`config.mk`:
```
export PLATFORM = sky130hd
export DESIGN_NAME = double_ended_queue
export DESIGN_NICKNAME = d
export VERILOG_FILES = /design/src/design/dq_pkg.sv /design/src/design/dq_cell.sv /design/src/design/dq_cell_row.sv /design/src/design/double_ended_queue.sv
export SDC_FILE = /design/constraint.sdc
export NUM_CORES = 1
export LEC_CHECK = 0
export ABC_AREA = 1
export BUFFER_PORTS_ARGS = -buffer_cell sky130_fd_sc_hd__buf_2
export CELL_PAD_IN_SITES_DETAIL_PLACEMENT = 1
export CELL_PAD_IN_SITES_GLOBAL_PLACEMENT = 2
export CORE_MARGIN = 1.5
export CORE_UTILIZATION = 39
export CTS_CLUSTER_SIZE = 8
export DETAILED_ROUTE_END_ITERATION = 12
export GPL_ROUTABILITY_DRIVEN = 1
export HOLD_SLACK_MARGIN = 0.05
export PLACE_DENSITY_LB_ADDON = 0.1
export SLEW_MARGIN = 40
export SYNTH_ARGS = -nofsm -noshare
export SYNTH_HDL_FRONTEND = slang
export SYNTH_SLANG_ARGS = --single-unit
```
`constraint.sdc`:
```
create_clock -name clk -period 2.97 [get_ports clk]
set_input_delay 0.4455 -clock clk [delete_from_list [all_inputs] [get_ports clk]]
set_output_delay 0.4455 -clock clk [all_outputs]
set_load 0.01 [all_outputs]
```
`src/design/dq_pkg.sv`:
```
// ----------------------------------------------------------------------------
// dq_pkg
// Types and constants shared by the double-ended queue modules.
// ----------------------------------------------------------------------------
package dq_pkg;

  // Queue geometry
  localparam int DEPTH  = 16;
  localparam int WORD_W = 32;
  localparam int CNT_W  = $clog2(DEPTH + 1);

  // Word returned by a pop from an empty queue
  localparam logic signed [WORD_W-1:0] POP_EMPTY_WORD = -1;

  // Request codes
  typedef enum logic [1:0] {
    REQ_PUSH_FRONT = 2'd0,
    REQ_POP_FRONT  = 2'd1,
    REQ_PUSH_BACK  = 2'd2,
    REQ_POP_BACK   = 2'd3
  } req_type_t;

  // Status codes
  typedef enum logic [1:0] {
    ST_OK    = 2'd0,
    ST_EMPTY = 2'd1,
    ST_FULL  = 2'd2
  } status_t;

  // Per-cycle command broadcast to every cell; at most one flag is set,
  // and only for a request that succeeds
  typedef struct packed {
    logic push_front;
    logic pop_front;
    logic push_back;
    logic pop_back;
  } cell_ctl_t;

endpackage

```
`src/design/dq_cell.sv`:
```
// ----------------------------------------------------------------------------
// dq_cell
// One queue slot: holds a word and a valid bit, trades with its neighbors.
// ----------------------------------------------------------------------------
module dq_cell (
  input  logic                              clk,
  input  logic                              rst_n,
  input  dq_pkg::cell_ctl_t                 ctl,
  input  logic signed [dq_pkg::WORD_W-1:0]  push_word,
  input  logic signed [dq_pkg::WORD_W-1:0]  left_word,
  input  logic                              left_valid,
  input  logic signed [dq_pkg::WORD_W-1:0]  right_word,
  input  logic                              right_valid,
  output logic signed [dq_pkg::WORD_W-1:0]  word,
  output logic                              valid,
  output logic                              is_last
);
  import dq_pkg::*;

  logic signed [WORD_W-1:0] word_r, word_nxt;
  logic                     valid_r, valid_nxt;

  // Next slot contents: shift toward the back, toward the front, fill the
  // first empty slot, or drop the last occupied one
  always_comb begin
    word_nxt  = word_r;
    valid_nxt = valid_r;
    priority if (ctl.push_front) begin
      word_nxt  = left_word;
      valid_nxt = left_valid;
    end else if (ctl.pop_front) begin
      word_nxt  = right_word;
      valid_nxt = right_valid;
    end else if (ctl.push_back && !valid_r && left_valid) begin
      word_nxt  = push_word;
      valid_nxt = 1'b1;
    end else if (ctl.pop_back && valid_r && !right_valid) begin
      valid_nxt = 1'b0;
    end
  end

  // Occupancy bit
  always_ff @(posedge clk) begin
    if (!rst_n) begin
      valid_r <= 1'b0;
    end else begin
      valid_r <= valid_nxt;
    end
  end

  // Payload, no reset
  always_ff @(posedge clk) begin
    word_r <= word_nxt;
  end

  assign word    = word_r;
  assign valid   = valid_r;
  assign is_last = valid_r && !right_valid;

endmodule

```
`src/design/dq_cell_row.sv`:
```
// ----------------------------------------------------------------------------
// dq_cell_row
// Chain of DEPTH cells; position 0 is the front of the queue.
// ----------------------------------------------------------------------------
module dq_cell_row (
  input  logic                              clk,
  input  logic                              rst_n,
  input  dq_pkg::cell_ctl_t                 ctl,
  input  logic signed [dq_pkg::WORD_W-1:0]  push_word,
  output logic signed [dq_pkg::WORD_W-1:0]  front_word,
  output logic signed [dq_pkg::WORD_W-1:0]  back_word
);
  import dq_pkg::*;

  logic signed [WORD_W-1:0] cell_word  [DEPTH];
  logic                     cell_valid [DEPTH];
  logic                     cell_last  [DEPTH];

  // Neighbor links; the front end sees the incoming word as valid,
  // the back end sees an empty slot
  logic signed [WORD_W-1:0] left_word  [DEPTH];
  logic                     left_valid [DEPTH];
  logic signed [WORD_W-1:0] right_word  [DEPTH];
  logic                     right_valid [DEPTH];

  for (genvar i = 0; i < DEPTH; i++) begin : g_cell
    if (i == 0) begin : g_front
      assign left_word[i]  = push_word;
      assign left_valid[i] = 1'b1;
    end else begin : g_inner_l
      assign left_word[i]  = cell_word[i-1];
      assign left_valid[i] = cell_valid[i-1];
    end
    if (i == DEPTH - 1) begin : g_back
      assign right_word[i]  = '0;
      assign right_valid[i] = 1'b0;
    end else begin : g_inner_r
      assign right_word[i]  = cell_word[i+1];
      assign right_valid[i] = cell_valid[i+1];
    end

    dq_cell u_cell (
      .clk         (clk),
      .rst_n       (rst_n),
      .ctl         (ctl),
      .push_word   (push_word),
      .left_word   (left_word[i]),
      .left_valid  (left_valid[i]),
      .right_word  (right_word[i]),
      .right_valid (right_valid[i]),
      .word        (cell_word[i]),
      .valid       (cell_valid[i]),
      .is_last     (cell_last[i])
    );
  end

  assign front_word = cell_word[0];

  // Back word: at most one cell flags itself as last, so an AND-OR select
  always_comb begin
    back_word = '0;
    for (int i = 0; i < DEPTH; i++) begin
      back_word = back_word | (cell_word[i] & {WORD_W{cell_last[i]}});
    end
  end

endmodule

```
`src/design/double_ended_queue.sv`:
```
// ----------------------------------------------------------------------------
// double_ended_queue
// Bounded deque of signed 32-bit words built as a shifting row of cells.
// ----------------------------------------------------------------------------
// Each request (push front, pop front, push back, pop back) gives one result
// registered on its transfer, and a new request is taken every cycle while
// the result side keeps up; a held result stalls the input only while
// out_stall is high. Up to DEPTH words are kept in a row of cells: front
// operations shift the whole row by one slot, a push at the back fills the
// slot just past the last occupied one and a pop at the back empties the last
// occupied one. A pop from an empty queue returns -1 with the empty status; a
// push into a full queue is dropped with the full status. occupancy is the
// entry count after the request.
module double_ended_queue (
  input  logic                              clk,
  input  logic                              rst_n,
  input  logic                              in_valid,
  output logic                              in_stall,
  input  logic [1:0]                        in_req_type,
  input  logic signed [dq_pkg::WORD_W-1:0]  in_push_word,
  output logic                              out_valid,
  input  logic                              out_stall,
  output logic signed [dq_pkg::WORD_W-1:0]  out_pop_word,
  output logic [1:0]                        out_status,
  output logic [dq_pkg::CNT_W-1:0]          out_occupancy
);
  import dq_pkg::*;

  req_type_t                req;
  logic                     in_xfer;
  logic                     is_empty, is_full;
  cell_ctl_t                ctl;
  logic signed [WORD_W-1:0] front_word, back_word;

  logic [CNT_W-1:0]         count_r, count_nxt;
  logic                     out_valid_r, out_valid_nxt;
  logic signed [WORD_W-1:0] out_word_r, res_word;
  status_t                  out_status_r, res_status;
  logic [CNT_W-1:0]         out_count_r;

  // Handshake: take a request whenever the output register is free or drains
  assign in_stall = out_valid_r && out_stall;
  assign in_xfer  = in_valid && !in_stall;
  assign req      = req_type_t'(in_req_type);
  assign is_empty = (count_r == '0);
  assign is_full  = (count_r == CNT_W'(DEPTH));

  // Decode the request into a cell command and a result
  always_comb begin
    ctl        = '0;
    res_word   = '0;
    res_status = ST_OK;
    count_nxt  = count_r;
    unique case (req)
      REQ_PUSH_FRONT, REQ_PUSH_BACK: begin
        if (is_full) begin
          res_status = ST_FULL;
        end else begin
          ctl.push_front = in_xfer && (req == REQ_PUSH_FRONT);
          ctl.push_back  = in_xfer && (req == REQ_PUSH_BACK);
          count_nxt      = count_r + CNT_W'(1);
        end
      end
      REQ_POP_FRONT, REQ_POP_BACK: begin
        if (is_empty) begin
          res_word   = POP_EMPTY_WORD;
          res_status = ST_EMPTY;
        end else begin
          ctl.pop_front = in_xfer && (req == REQ_POP_FRONT);
          ctl.pop_back  = in_xfer && (req == REQ_POP_BACK);
          res_word      = (req == REQ_POP_FRONT) ? front_word : back_word;
          count_nxt     = count_r - CNT_W'(1);
        end
      end
      default: begin
        res_status = ST_OK;
      end
    endcase
  end

  dq_cell_row u_row (
    .clk        (clk),
    .rst_n      (rst_n),
    .ctl        (ctl),
    .push_word  (in_push_word),
    .front_word (front_word),
    .back_word  (back_word)
  );

  // Output register valid: set on a transfer, cleared once taken
  always_comb begin
    out_valid_nxt = out_valid_r;
    if (in_xfer) begin
      out_valid_nxt = 1'b1;
    end else if (!out_stall) begin
      out_valid_nxt = 1'b0;
    end
  end

  // Control state
  always_ff @(posedge clk) begin
    if (!rst_n) begin
      count_r     <= '0;
      out_valid_r <= 1'b0;
    end else begin
      if (in_xfer) begin
        count_r <= count_nxt;
      end
      out_valid_r <= out_valid_nxt;
    end
  end

  // Result payload, loaded on each transfer
  always_ff @(posedge clk) begin
    if (in_xfer) begin
      out_word_r   <= res_word;
      out_status_r <= res_status;
      out_count_r  <= count_nxt;
    end
  end

  assign out_valid     = out_valid_r;
  assign out_pop_word  = out_word_r;
  assign out_status    = out_status_r;
  assign out_occupancy = out_count_r;

endmodule

```
After elaboration in Yosys (flattened, before gate mapping):

Index checks and enable logic that the tools add are counted.
Widths: inputs -> output; s select.

* $add $sub $neg: 2
* equal/unequal tests: 5
* muxes and demuxes: 130
* bitwise logic cells: 31
* reduce and logical (&&, ||, !) cells: 136

Operator list (count)
* $mux 32: 50
* $and 32x32->32: 16
* $or 32x32->32: 15
* $logic_and 1x1->1: 83
* $mux 1: 75
* $reduce_bool 4->1: 16
* $reduce_bool 3->1: 16
* $logic_not 1->1: 17
* $mux 5: 2
* $pmux 5 s2: 1
* $add 5x1->5 const B: 1
* $eq 5x5->1 const B: 1
* $logic_not 5->1: 1
* $sub 5x1->5 const B: 1
* $eq 2x2->1 const B: 2
* $pmux 2 s2: 1
* $reduce_or 2->1: 2
* $eq 2x1->1 const B: 1
* $logic_not 2->1: 1
* $mux 2: 1
* $ne 2x1->1 const B: 1

* register bits: 573
* output and inout bits: 41
* logic and storage cells: 341

Longest topological paths before layout:

* word-level depth: 20
* depth in mapped cells: 12
* depth with buffers taken out: 10

Modules after synthesis:

Synthesis repeated with hierarchy kept, for this count alone.

* cell total of the unflattened synthesis: 4472
* area total of the unflattened synthesis: 35515.3 µm²

Modules (own cells, without submodules)
* dq_cell: instances 16, cells an instance 191, area an instance 1780.5 µm²
* dq_cell_row: instances 1, cells an instance 1170, area an instance 4700.8 µm²
* double_ended_queue: instances 1, cells an instance 246, area an instance 2327.2 µm²

Least setup slack after synthesis:

OpenSTA, ideal clock, no wires.

* path type: input to register
* from: input out_stall
* to: register u_row.g_cell[0].u_cell.word_r[0] (enable)
* library setup time: 0.389 ns
* data arrival time: 2.080 ns
* required time: 2.581 ns
* setup slack: 0.500 ns
* stages: 10
* cells stage by stage: nand2_1 > nand2_1 > buf_2 > nor2_2 > nand2_2 > nand2_4 > inv_4 > buf_6 > buf_6 > nand2_1

* word-level cells in the longest chain between the ends: 8
* elaborated cells on any way between the ends: 14

Ends and longest elaborated chain
* from (decl): RTL line double_ended_queue.sv:22 `input logic out_stall,`
* $logic_and 1x1->1 *: RTL line double_ended_queue.sv:42 `assign in_stall = out_valid_r && out_stall;`
* $logic_not 1->1 *: RTL line double_ended_queue.sv:43 `assign in_xfer = in_valid && !in_stall;`
* $logic_and 1x1->1 *: RTL line double_ended_queue.sv:43
* $logic_and 1x1->1: RTL line double_ended_queue.sv:60 `ctl.push_back = in_xfer && (req == REQ_PUSH_BACK);`
* $mux 1: RTL line double_ended_queue.sv:56 `if (is_full) begin`
* $mux 1: RTL line double_ended_queue.sv:54 `unique case (req)`
* $logic_and 1x1->1: RTL line dq_cell.sv:34 `end else if (ctl.push_back && !valid_r && left_valid) begin`
* $reduce_bool 3->1 (no source line) *
* to (signal assigned): RTL line dq_cell.sv:53 `word_r <= word_nxt;`
* to (decl): RTL line dq_cell.sv:20 `logic signed [WORD_W-1:0] word_r, word_nxt;`

Mark *: on every way between the ends. The rest lies on a longest branch, timed or not.
A chain may end at the register's enable or synchronous reset.

Worst setup path after layout:

* from: register count_r[0]
* to: register u_row.g_cell[15].u_cell.word_r[3] (data pin)

* word-level cells in the longest chain between the ends: 5
* elaborated cells on any way between the ends: 8

Ends and longest elaborated chain
* from (decl): RTL line double_ended_queue.sv:35 `logic [CNT_W-1:0] count_r, count_nxt;`
* from (signal assigned): RTL line double_ended_queue.sv:107 `count_r <= count_nxt;`
* $logic_not 5->1: RTL line double_ended_queue.sv:45 `assign is_empty = (count_r == '0);`
* $mux 1: RTL line double_ended_queue.sv:65 `if (is_empty) begin`
* $mux 1: RTL line double_ended_queue.sv:54
* $mux 32: RTL line dq_cell.sv:31 `end else if (ctl.pop_front) begin`
* $mux 32 *: RTL line dq_cell.sv:28 `priority if (ctl.push_front) begin`
* net u_row.g_cell[15].u_cell.word_nxt[3]: RTL line dq_cell.sv:20
* to (signal assigned): RTL line dq_cell.sv:53
* to (decl): RTL line dq_cell.sv:20

Mark *: on every way through the listed nets, which the timed path passes. The rest lies on a longest branch.

==> impl_metrics.ini <==
[cts]
clockRootBuffer = clkbuf_16
cts-buffers-inserted = 82
htree_num_levels = 3
clkSinkCount = 573
clockBufferDepth = 3
cts_tree = yes
clk_latency_ns = 0.66
clk_pin_slew_ns = 0.06

[sta]
slew_headroom = 0.410
hold_viol_final = 0
fmax_mhz = 373
whs_ns = 0.114
tns_ns = 0
drv_slew = 0
rsz0062_at_grt = false
period_needed_ns = 2.68
tightest_slew_ns = 0.885
setup_violations = 0
finClkSkew_ns = 0.0184
fin_crit_sh = 0.903

[cells_and_area]
antenna_cells = 0
syn_to_final_growth_pct = 13.4
drive_above_1_share = 0.105
nFillCells = 9345
nets = 3764

[placement]
numPortBuffers = 78
place_congestion = 0.858
dp_hpwl_um = 85000

[routing]
wl_um = 146000
wire_per_inst_um = 30.4
ant_nets = 0
drtPass1Iterations = 5
dr_total_vias = 29229
avgViaCountPerCell = 6.08
drt_iter0_drc = 3571
route.detailed.drc = 0

[logic_synthesis]
synthDistinctLibCells = 32
netlist.top_cell.by_area = edfxtp_1
yosys_register_bits = 573
syn_area_um2 = 31000
yosys_warnings = 0
syn_avg_cell_area_um2 = 8.41
mappedNetlistNets = 3729
postSynthCellCount = 3689
synthTopCellsByArea = edfxtp_1 (53%), nand2_1 (17%), nand3_1 (14%), inv_1 (2.0%), nor2_1 (2.0%)
synth_top_area_share = 0.533
yosysSeqAreaShare = 0.547

[global_routing]
grt_max_degree = 123
grt_usage = 0.355
grt_pass1_wl_um = 209000
antenna_found_initial = 3
grt_pass1_vias = 29098
overflow = 0

[pwr]
cellPowerDensity_nw_per_um2 = 668
total_power_uw = 23500
leakage_uw = 0.0140
peakVddDrop_mv = 0.446

[critical_path]
cp_max_fo = 32
crit_chain = inv_1, ha_1, nand3_1, nand2_4, nand2_4, inv_6, buf_4, nand2_4, o21ai_0
end_kind = flop
crit_path_top_delay_cell = buf_4
start_kind = flop
crit_buf_inv = 3
cp.required_ns = 3.43
slowest_delay_ns = 0.46
arrival_ns = 3.14
crit_type = reg -> reg
crit_family = buffers and inverters
crit_top_cell = nand2_4

[die]
die-area_um2 = 81300
rows = 103
io_pins = 79
core_area_um2 = 78900
fp.dieH_um = 285
die_w_um = 285
initial_core_util = 0.393

[job]
maxCapViolCount = 0

[min_path]
hold_class = in -> reg

[outcome]
outcome = completed
## metrics by stage
| stage | area [µm²] | worst slack [ns] | std cells | util |
|---|---|---|---|---|
| 6_report | 35200 | 0.288 | 4805 | 0.446 |
| 5_1_grt | 35200 | 0.153 | 4805 | 0.446 |
| 4_1_cts | 35200 | 0.127 | 4805 | 0.446 |
| 3_5_place_dp | 32900 | 0.147 | 4690 | 0.417 |
| 3_3_place_gp | 32900 | 0.182 | 4689 | 0.417 |
| 2_1_floorplan | 31000 | 0.500 | 3689 | - |
## worst paths after layout
kind                   start                              end  slack (ns)  cells after the start
setup / recovery  count_r[0]  u_row.g_cell[15].u_cell.word[3]        0.29                      9
hold / removal     out_stall                        out_valid        0.11                      3
setup reg to reg  count_r[0]  u_row.g_cell[15].u_cell.word[3]        0.29                      9
hold reg to reg    out_valid                        out_valid        0.52                      2
## cell usage in the layout (no fill, tap or decap), types with 2 or more instances in the layout
cell          n
a21oi_1      44
buf_12       41
buf_2        78
buf_4        95
clkbuf_1     25
clkbuf_16    84
clkinv_1      4
dfxtp_1       6
dfxtp_2      16
edfxtp_1    551
ha_1          2
inv_1       160
inv_2         7
inv_6         4
nand2_1    1374
nand2_2      18
nand2_4      34
nand3_1     853
nand4_1       2
nor2_1      162
nor2_2        6
nor2_4        2
o211ai_1     65
o21ai_0      97
o22ai_1       9
xnor2_1       2
xor2_1        2
## sequential cells by signal, summed over array words and instances, names as in the netlist
| name | count |
|---|---|
| u_row.g_cell.u_cell.word | 512 |
| out_pop_word | 32 |
| count_r | 5 |
| out_occupancy | 5 |
| out_status | 2 |
| out_valid | 1 |
| u_row.g_cell.u_cell.valid | 16 |
## Yosys cell counts, drive strengths merged
cell,instances
nor2,170
inv,171
o211ai,65
clkinv,3
nand3b,1
nand4,2
a21oi,44
nor3,1
o22ai,9
clkbuf,84
nand3,854
nand2,1426
or2,1
xor2,2
edfxtp,551
buf,181
ha,2
xnor2,2
o21ai,98
dfxtp,22
## logic make-up (layout without fill, tap and decap cells)
group	after synthesis	in the layout	synth area share
buffers and inverters	439	505	0.0695
AOI/OAI and AO/OA	216	216	0.0404
DFF	573	573	0.547
and+or+nand+nor	2455	2455	0.341
adders and majority gates	2	2	0.000806
xor gates and xnor gates	4	4	0.00113
## routing by layer
metal  vias up  part of all wire  GRT usage
met5         -          0.000075          0
met4         2             0.049      0.163
met3       367             0.086     0.0554
met2      1588              0.45      0.561
met1     14770              0.41      0.481
li1      12502                 -          -
## layout make-up
| cell class | count | area [µm²] | area share |
|---|---|---|---|
| tap | 1050 | 1310 | 0.0373 |
| clock inverter | 6 | 71.3 | 0.00203 |
| clock buffer | 109 | 2200 | 0.0624 |
| timing repair buffer | 216 | 1960 | 0.0558 |
| inverter | 174 | 678 | 0.0193 |
| sequential | 573 | 17000 | 0.483 |
| multi-input combinational | 2677 | 11900 | 0.340 |
## what timing repair did
| item | in CTS | in global routing |
|---|---|---|
| hold buffers | 0 | 0 |
| setup endpoints to repair | 0 | 28 |
| buffers inserted | 0 | 0 |
| gates resized for setup | 0 | 1 |
## where the power goes
| group | internal (µW) | switching [µW] |
|---|---|---|
| clock | 5100 | 3750 |
| sequential | 9780 | 488 |
| combinational | 1110 | 3260 |
| total | 16000 | 7500 |
## worst reg2reg max path, delay by kind of cell, from the launching register on
kind            cells  cell delay [ns]
buf+inv             3             1.07
simple gates        4             0.68
flops               1             0.35
compound gates      1             0.15
fa+ha+maj           1             0.26
Power figures use the tool's default switching activity.
